[config.mk]
export PLATFORM = sky130hd
export DESIGN_NAME = signed_binary_to_decimal_ascii
export DESIGN_NICKNAME = d
export VERILOG_FILES = /design/src/sv/sbda_pkg.sv /design/src/sv/signed_binary_to_decimal_ascii.sv /design/src/sv/sbda_ctrl.sv /design/src/sv/sbda_dp.sv
export SDC_FILE = /design/constraint.sdc
export NUM_CORES = 1
export LEC_CHECK = 0
export BUFFER_PORTS_ARGS = -buffer_cell sky130_fd_sc_hd__buf_2
export CAP_MARGIN = 20
export CORE_MARGIN = 3
export CORE_UTILIZATION = 30
export DETAILED_ROUTE_END_ITERATION = 8
export PLACE_DENSITY_LB_ADDON = 0.1
export SYNTH_ARGS = -nofsm -noshare
export SYNTH_HDL_FRONTEND = slang
export SYNTH_SLANG_ARGS = --single-unit
[constraint.sdc]
create_clock -name clk -period 4.8 [get_ports clk]
set_clock_uncertainty 0.2 [all_clocks]
set_input_delay 0.72 -clock clk [delete_from_list [all_inputs] [get_ports clk]]
set_output_delay 0.72 -clock clk [all_outputs]
set_load 0.005 [all_outputs]
[src/sv/sbda_pkg.sv]
// ----------------------------------------------------------------------------
// sbda_pkg
// Shared types, constants and helpers for the signed binary to decimal ASCII
// converter.
// ----------------------------------------------------------------------------
`default_nettype none

package sbda_pkg;

  localparam int VALUE_W    = 64;
  localparam int CHAR_W     = 8;
  localparam int NUM_DIGITS = 20;
  localparam int BCD_W      = 4 * NUM_DIGITS;
  localparam int BIT_CNT_W  = 6;
  localparam int DCNT_W     = 5;

  localparam logic [CHAR_W-1:0]    ASCII_ZERO  = 8'd48;
  localparam logic [CHAR_W-1:0]    ASCII_MINUS = 8'd45;
  localparam logic [BIT_CNT_W-1:0] LAST_BIT    = 6'd63;
  localparam logic [DCNT_W-1:0]    ALL_DIGITS  = 5'd20;
  localparam logic [DCNT_W-1:0]    ONE_DIGIT   = 5'd1;

  typedef enum logic [2:0] {
    ST_IDLE,
    ST_CONV,
    ST_SKIP,
    ST_SIGN,
    ST_EMIT
  } state_t;

  // controller to datapath
  typedef struct packed {
    logic load;      // capture value, clear digits
    logic conv;      // one shift-add-3 step
    logic shift;     // drop the top digit
    logic sel_sign;  // drive the minus character
  } dp_cmd_t;

  // datapath to controller
  typedef struct packed {
    logic conv_last; // final binary bit is being shifted in
    logic top_zero;  // leading digit is zero
    logic one_left;  // only one digit remains
    logic neg;       // input was negative
  } dp_status_t;

  // add 3 to a BCD digit of 5 or more ahead of the doubling shift
  function automatic logic [3:0] dabble_adjust(input logic [3:0] d);
    dabble_adjust = (d >= 4'd5) ? (d + 4'd3) : d;
  endfunction

endpackage

`default_nettype wire

[src/sv/signed_binary_to_decimal_ascii.sv]
// ----------------------------------------------------------------------------
// signed_binary_to_decimal_ascii
// Renders a signed 64-bit integer as decimal ASCII, most significant first.
// ----------------------------------------------------------------------------
//  channel  | signals                   | handshake
//  ---------+---------------------------+------------------------------------
//  input    | value[63:0]               | taken when start && !busy
//  result   | character[7:0], last      | one cycle per character on strobe
//
//  After acceptance an item keeps the block busy through the conversion
//  (the shift-add-3 converter takes one input bit per cycle), then while
//  leading zeros are dropped to find the first digit, then one cycle per
//  character, with a minus sign first for a negative value.
//  A new item is taken only once the block is idle after the last character.
//  Characters leave on consecutive cycles; the receiver cannot stall them.
//  busy is high from the cycle after acceptance through the last character.
//  Synchronous reset returns the sequencer to idle; the datapath registers are not reset.
// ----------------------------------------------------------------------------
`default_nettype none

module signed_binary_to_decimal_ascii
  import sbda_pkg::*;
(
  input  wire logic               clk,
  input  wire logic               rst,
  input  wire logic               start,
  input  wire logic [VALUE_W-1:0] value,
  output logic                    busy,
  output logic                    strobe,
  output logic [CHAR_W-1:0]       character,
  output logic                    last
);

  dp_cmd_t    cmd;
  dp_status_t status;

  sbda_ctrl u_ctrl (
    .clk    (clk),
    .rst    (rst),
    .start  (start),
    .status (status),
    .cmd    (cmd),
    .busy   (busy),
    .strobe (strobe)
  );

  sbda_dp u_dp (
    .clk       (clk),
    .value     (value),
    .cmd       (cmd),
    .status    (status),
    .character (character),
    .last      (last)
  );

`ifndef NO_ASSERTIONS
  a_strobe_busy: assert property (@(posedge clk) disable iff (rst)
    strobe |-> busy) else $error("character emitted while idle");

  a_last_ends: assert property (@(posedge clk) disable iff (rst)
    (strobe && last) |=> (!strobe && !busy)) else $error("output after last character");

  a_no_gap: assert property (@(posedge clk) disable iff (rst)
    (strobe && !last) |=> strobe) else $error("gap inside a number");

  a_accept_busy: assert property (@(posedge clk) disable iff (rst)
    (start && !busy) |=> (busy && !strobe)) else $error("item not taken up");

  a_char_code: assert property (@(posedge clk) disable iff (rst)
    strobe |-> (character == ASCII_MINUS ||
                (character >= ASCII_ZERO && character <= (ASCII_ZERO + 8'd9))))
    else $error("character out of range");
`endif

endmodule

`default_nettype wire

[src/sv/sbda_ctrl.sv]
// ----------------------------------------------------------------------------
// sbda_ctrl
// Sequencer: converts until the last input bit is shifted in, skips leading
// zeros, then emits the sign of a negative value and the digits one character per cycle.
// ----------------------------------------------------------------------------
`default_nettype none

module sbda_ctrl
  import sbda_pkg::*;
(
  input  wire logic       clk,
  input  wire logic       rst,
  input  wire logic       start,
  input  wire dp_status_t status,
  output dp_cmd_t         cmd,
  output logic            busy,
  output logic            strobe
);

  state_t state;
  state_t state_next;

  always_ff @(posedge clk) begin
    if (rst) begin
      state <= ST_IDLE;
    end else begin
      state <= state_next;
    end
  end

  always_comb begin
    state_next = state;
    case (state)
      ST_IDLE: begin
        if (start) state_next = ST_CONV;
      end
      ST_CONV: begin
        if (status.conv_last) state_next = ST_SKIP;
      end
      ST_SKIP: begin
        if (!(status.top_zero && !status.one_left)) begin
          state_next = status.neg ? ST_SIGN : ST_EMIT;
        end
      end
      ST_SIGN: begin
        state_next = ST_EMIT;
      end
      ST_EMIT: begin
        if (status.one_left) state_next = ST_IDLE;
      end
      default: begin
        state_next = ST_IDLE;
      end
    endcase
  end

  always_comb begin
    cmd          = '0;
    busy         = 1'b1;
    strobe       = 1'b0;
    case (state)
      ST_IDLE: begin
        busy     = 1'b0;
        cmd.load = start;
      end
      ST_CONV: begin
        cmd.conv = 1'b1;
      end
      ST_SKIP: begin
        cmd.shift = status.top_zero && !status.one_left;
      end
      ST_SIGN: begin
        cmd.sel_sign = 1'b1;
        strobe       = 1'b1;
      end
      ST_EMIT: begin
        cmd.shift = 1'b1;
        strobe    = 1'b1;
      end
      default: begin
        busy = 1'b0;
      end
    endcase
  end

endmodule

`default_nettype wire

[src/sv/sbda_dp.sv]
// ----------------------------------------------------------------------------
// sbda_dp
// Datapath: magnitude register, 20-digit shift-add-3 BCD register, bit and
// digit counters, character formatting.
// ----------------------------------------------------------------------------
`default_nettype none

module sbda_dp
  import sbda_pkg::*;
(
  input  wire logic               clk,
  input  wire logic [VALUE_W-1:0] value,
  input  wire dp_cmd_t            cmd,
  output dp_status_t              status,
  output logic [CHAR_W-1:0]       character,
  output logic                    last
);

  logic [VALUE_W-1:0]   mag;
  logic [BCD_W-1:0]     bcd;
  logic [BCD_W-1:0]     bcd_adj;
  logic [BIT_CNT_W-1:0] bit_cnt;
  logic [DCNT_W-1:0]    dcnt;
  logic                 neg;

  always_comb begin
    for (int i = 0; i < NUM_DIGITS; i++) begin
      bcd_adj[4*i +: 4] = dabble_adjust(bcd[4*i +: 4]);
    end
  end

  always_ff @(posedge clk) begin
    if (cmd.load) begin
      neg     <= value[VALUE_W-1];
      mag     <= value[VALUE_W-1] ? (~value + {{(VALUE_W-1){1'b0}}, 1'b1}) : value;
      bcd     <= '0;
      bit_cnt <= '0;
      dcnt    <= ALL_DIGITS;
    end else if (cmd.conv) begin
      bcd     <= {bcd_adj[BCD_W-2:0], mag[VALUE_W-1]};
      mag     <= {mag[VALUE_W-2:0], 1'b0};
      bit_cnt <= bit_cnt + 1'b1;
    end else if (cmd.shift) begin
      bcd  <= {bcd[BCD_W-5:0], 4'd0};
      dcnt <= dcnt - 1'b1;
    end
  end

  assign status.conv_last = (bit_cnt == LAST_BIT);
  assign status.top_zero  = (bcd[BCD_W-1 -: 4] == 4'd0);
  assign status.one_left  = (dcnt == ONE_DIGIT);
  assign status.neg       = neg;

  assign character = cmd.sel_sign ? ASCII_MINUS : (ASCII_ZERO + {4'd0, bcd[BCD_W-1 -: 4]});
  assign last      = !cmd.sel_sign && status.one_left;

endmodule

`default_nettype wire

==> impl_metrics.ini, run 1 <==
[status]
run_status = finished clean

[die]
die-area_sq_um = 34230
core_area_sq_um = 31070
rows = 64
initial_core_util = 0.3094
die_h_um = 185.0
die-width_um = 185.0
design.portCount = 78

[clock_network]
cts.hold.buffers_added = 0
numClockSinks = 159
cts_tree = yes
worst_setup_hold_path_clk_slew_ns = 0.07
cts.htree.levels = 4
cts_buffers = 17
clock-root-buffer = clkbuf_16
clk-insertion-delay-late_ns = 0.42
ctsResizeCount = 0
ctsLongestPathBuffers = 2
cts.repair_timing.setup_buffer_count = 0

[yosys]
syn-cell-area_sq_um = 9614
synth_largest_area_cell = edfxtp_1
synth_edf_count = 65
synth_commonest_cells = 120 x nor2_1, 106 x nand2_1, 100 x o21ai_0
share_of_the_yosys_chip_area_belonging_to_registers = 0.3988
count_of_cell_types_in_the_netlist = 54
netlist_top_cells_area = edfxtp_1 20%, dfxtp_1 20%, ha_1 5.9%
synth_cells = 1110
post-synth-top-area-fraction = 0.2030
synthesis.yosys.warnings = 0
ys_async_sr_fraction = 0
syn_avg_cell_area_sq_um = 8.661
synthFlopType = dfxtp_1
synth.ff_latch_count = 159
yosys.cell_count.top_type = nor2_1

[power]
powerDensity_nw_per_um2 = 302.3
power.static_leakage_nw = 3.880
internal_power_w = 0.002435
switchingPower_w = 0.0008668
power.clock.fraction = 0.418
comb_pwr_share = 0.109
power.sequential.fraction = 0.473
power.share.switching = 0.2625
vdd.ir_drop.worst_uv = 247.7

[run]
drv_cap = 0

[timing]
hold_viol_final = 0
setup_total_negative_slack_ns = 0
maxSlewHeadroom = 0.3792
rsz_0062_raised_after_global_routing = false
period_needed_ns = 3.250
layout_worst_path_cycle_share = 0.6771
total_of_endpoints_with_negative_setup_slack_in_the_final_report = 0
worst-slew-pin-transition_ns = 0.9311
holdWs_ns = 0.2732
maxClockFrequency_ghz = 0.3077
finalMaxSlewViolations = 0

[global_routing]
grt_pass1_vias = 7904
grt_first_pass_wirelength_um = 40530
grt.busiest_layer = met2
groute.layer.met3.usage = 0.02376
grt_use_met2 = 0.2381
antenna_found_initial = 0
groute.layer.met1.usage = 0.1938
global_route.overflow_total = 0
track_usage = 0.1433
grt_start_max_net_pins = 106

[place]
dp_hpwl_um = 15380
gp_routability_congestion = 0.7453
portBuffers = 74

[critical_path]
timing.critical_path.fanout_max = 7
endpoint_kind = register
required_ns = 4.74
worst-endpoint-arrival_ns = 3.20
setup.worst_path.class = in -> reg
setup.worst_path.start_class = input pin

[routing]
drt_iter0_markers = 561
drt-pass1-iter-count = 6
routed_via_density = 5.248
vias = 8156
route.detailed.drc = 0
drt_wl_total_um = 24280
post_drt_wl_per_cell_um = 15.63
ant_nets = 0

[layout]
layout.nets = 1257
area_delta_synth_final_pct = 13.61
drive_above_1_share = 0.1183
insertedDiodeCount = 0

[min_path]
hold_class = reg -> reg
[power groups by stage]
| stage | Clock, W | Combinational, W | Sequential, W |
|---|---|---|---|
| final | 0.00138 | 0.000361 | 0.00156 |
| after global routing | 0.00148 | 0.000417 | 0.00157 |
| after CTS | 0.00143 | 0.000371 | 0.00156 |
| after detailed placement | 0 | 0.000372 | 0.00159 |
| after global placement | 0 | 0.000371 | 0.00159 |
| after floorplan | 0 | 0.000234 | 0.00158 |
[layer usage]
metal | wire length, um | vias to the layer above
li1 | - | 4116
met1 | 11820 | 3888
met2 | 11390 | 127
met3 | 748 | 25
met4 | 325 | 0
met5 | 0 | -
[cells in the final DEF (no fill, tap or decap), types with 5 or more instances in the layout]
master     synthesis  final
ha_1              45     45
edfxtp_1          65     65
buf_2              5     74
or3_1              8      8
o21bai_1          18     18
a32oi_1           19     19
dfxtp_1           94     94
o31ai_1           19     19
nor4_1             5      5
xor2_1            64     64
nand2_1          106    105
a21oi_1           50     49
xnor2_1           24     24
nor3_1            53     53
nand2b_1           7      7
clkbuf_16          0     18
inv_1             64     64
nand3_1           11     11
nand4_1            5      5
o21ai_0          100    100
o211ai_1          19     19
o41ai_1            9      9
a221oi_1          19     19
nor2b_1           20     20
buf_4              3      9
a222oi_1          38     38
clkinv_4           0      6
or4_1             13     13
nor2_1           120    120
[worst max-delay path: stages]
cell	delay, ns
buf_2	0.12
inv_1	0.07
ha_1	0.18
or3b_2	0.51
nor4_1	0.56
nand4b_2	0.35
o41ai_1	0.41
xor2_1	0.19
o21ai_0	0.08
[state kept, by name, indices dropped and copies added (netlist names)]
signal,flops
u_dp.dcnt,5
u_dp.bcd,80
u_dp.bit_cnt,6
u_dp.mag,64
u_dp.neg,1
u_ctrl.state,3
[stage by stage]
step / std cells / total power, W / cell area (sq um) / setup WS [ns] / util
floorplan: 1111 / 0.001818 / 9618 / 1.310 / -
global placement: 1522 / 0.001962 / 10330 / 1.168 / 0.3324
detailed placement: 1522 / 0.001963 / 10330 / 1.167 / 0.3324
CTS: 1554 / 0.003367 / 10920 / 1.588 / 0.3516
global route: 1554 / 0.003469 / 10920 / 1.427 / 0.3516
finish: 1554 / 0.003302 / 10920 / 1.550 / 0.3516
[path summary, 6_finish.rpt]
path,from,endpoint,slack [ns],depth (start not counted)
max reg2reg,u_dp.dcnt[0],u_dp.bcd[26],1.66,8
min,u_dp.mag[63],u_dp.bcd[0],0.27,2
min reg2reg,u_dp.mag[63],u_dp.bcd[0],0.27,2
max,value[0],u_dp.mag[62],1.55,9
[kinds of logic (layout without fill, tap and decap cells)]
| kind of cell | count (synthesis) | after routing | share of synthesized area |
|---|---|---|---|
| xor+xnor | 88 | 88 | 0.08017 |
| mux | 2 | 2 | 0.002082 |
| simple gates | 373 | 373 | 0.1849 |
| buf+inv | 134 | 181 | 0.05414 |
| compound gates | 307 | 307 | 0.2206 |
| fa+ha+maj | 45 | 45 | 0.05856 |
| other cells | 2 | 3 | 0.0007811 |
| flops | 159 | 159 | 0.3987 |
[cell type report]
type / instances / area [sq um]
clock buffer: 22 / 495.5
clock inverter: 10 / 101.3
fill: 3240 / 20150
inverter: 65 / 244.0
multi-input combinational: 818 / 5295
sequential: 159 / 3834
tap: 396 / 495.5
timing repair buffer: 84 / 457.9
No activity file was read; power rests on OpenSTA's default activity.
==> inputs of run 2 (changes only) <==
==> constraint.sdc (replaced) <==
create_clock -name clk -period 3.22 [get_ports clk]
set_clock_uncertainty 0.2 [all_clocks]
set_input_delay 0.483 -clock clk [delete_from_list [all_inputs] [get_ports clk]]
set_output_delay 0.483 -clock clk [all_outputs]
set_load 0.005 [all_outputs]
==> impl_metrics.ini, run 2 (synthesis gave the netlist of run 1 again) <==
[status]
run_status = finished clean

[critical_path]
worst-endpoint-arrival_ns = 2.70
worst_path_max_delay_cell = or3b_2
required_ns = 3.19
path_buf_inv = 3
slowest_delay_ns = 0.46
setup.worst_path.class = in -> reg
timing.critical_path.fanout_max = 7
cp_cell_sequence = buf_2 > inv_1 > ha_1 > or3b_2 > nor4_1 > buf_4 > nand4b_2 > o41ai_2 > xor2_1 > o21ai_1
setup.worst_path.start_class = input pin
endpoint_kind = register
crit_family = simple AND/OR/NAND/NOR gates

[clock_network]
cts.repair_timing.setup_buffer_count = 0
ctsLongestPathBuffers = 2
cts.htree.levels = 4
ctsResizeCount = 0
cts.hold.buffers_added = 0
clk-insertion-delay-late_ns = 0.44
cts_buffers = 17
clock-root-buffer = clkbuf_16
worst_setup_hold_path_clk_slew_ns = 0.07
cts_tree = yes
numClockSinks = 159

[die]
initial_core_util = 0.3094
rows = 64
core_area_sq_um = 31070
die-width_um = 185.0
die_h_um = 185.0
design.portCount = 78
die-area_sq_um = 34230

[routing]
route.detailed.drc = 0
drt_iter0_markers = 506
vias = 8182
post_drt_wl_per_cell_um = 15.62
drt_wl_total_um = 24610
routed_via_density = 5.192
drt-pass1-iter-count = 5
ant_nets = 0

[global_routing]
grt_start_max_net_pins = 126
global_route.overflow_total = 0
grt.busiest_layer = met2
groute.layer.met3.usage = 0.02651
groute.layer.met1.usage = 0.1991
antenna_found_initial = 0
grt_pass1_vias = 8102
track_usage = 0.1478
grt_use_met2 = 0.2464
grt_first_pass_wirelength_um = 41350

[timing]
rsz_0062_raised_after_global_routing = false
hold_viol_final = 0
period_needed_ns = 2.733
setup_total_negative_slack_ns = 0
worst-slew-pin-transition_ns = 0.7603
total_of_endpoints_with_negative_setup_slack_in_the_final_report = 0
maxClockFrequency_ghz = 0.3659
layout_worst_path_cycle_share = 0.8487
finalMaxSlewViolations = 0
maxSlewHeadroom = 0.4931

[place]
dp_hpwl_um = 16140
portBuffers = 74
gp_routability_congestion = 0.7602

[layout]
layout.nets = 1279
max_flop_register = u_dp.bcd
mostFrequentLayoutCells = 120 x nor2_1, 105 x nand2_1, 100 x o21ai_0, 94 x dfxtp_1, 74 x buf_2
drive_above_1_share = 0.1347
mostFrequentLayoutCell = nor2_1
final_core_util = 0.3599
area_delta_synth_final_pct = 16.31
reg_top3 = u_dp.bcd (80), u_dp.mag (64), u_dp.bit_cnt (6)
insertedDiodeCount = 0
largest_register_ffs = 80

[min_path]
hold_class = in -> reg

[power]
vdd.ir_drop.worst_uv = 375.4
power.static_leakage_nw = 4.020
powerDensity_nw_per_um2 = 444.0

[run]
drv_cap = 0
run 2: changes by cell type in the layout (fill, tap and decap cells not counted):
| cell | delta |
|---|---|
| clkinv_4 | -3 |
| buf_12 | +8 |
| bufinv_16 | -1 |
| inv_6 | +2 |
| clkbuf_16 | +1 |
| buf_4 | +14 |
| clkinvlp_4 | +1 |
run 2: where the power goes:
group	switching (W)	leakage (nW)	internal, W
clock network	0.000903	0.291	0.00115
logic	0.000384	2.32	0.000197
registers	0.0000462	1.41	0.00228
run 2: path summary, 6_finish.rpt:
| path | end | slack (ns) | startpoint | depth (start not counted) |
|---|---|---|---|---|
| setup / recovery | u_dp.mag[60] | 0.49 | value[0] | 10 |
| hold / removal | u_ctrl.state[2] | 0.03 | rst | 2 |
| setup reg to reg | u_dp.bcd[30] | 0.52 | u_dp.dcnt[0] | 8 |
| hold reg to reg | u_dp.bit_cnt[1] | 0.29 | u_dp.bit_cnt[1] | 2 |
run 2: through the flow:
step                      std cells  hold WS [ns]  total power (W)  setup slack (ns)  cell area (sq um)
after floorplan                1111        0.2495         0.002708            0.2790               9620
after global placement         1544        0.2695         0.002966           0.07054              10590
after detailed placement       1544        0.2750         0.002970           0.02748              10590
after CTS                      1576      0.006161         0.005053            0.4945              11180
after global routing           1576       0.01777         0.005204            0.3036              11180
final                          1576       0.02683         0.004964            0.4871              11180
run 2: cell type report:
type                       instances  area [sq um]
clock buffer                      23         520.5
clock inverter                     9         70.07
fill                            3167         19890
inverter                          65         244.0
multi-input combinational        818          5295
sequential                       159          3834
tap                              396         495.5
timing repair buffer             106         723.2
run 2: layer usage:
metal,vias to the layer above,share of wire
li1,4155,-
met1,3878,0.49
met2,136,0.47
met3,13,0.032
met4,0,0.0095
met5,-,0
run 2: worst register-to-register path, cell delays in order (launching register included):
cell and delay [ns]:
dfxtp_1 0.40, ha_1 0.16, or4b_2 0.65, nand4_1 0.16, nor3_1 0.09, a211oi_4 0.27
buf_12 0.34, a222oi_1 0.25, nor2_1 0.12
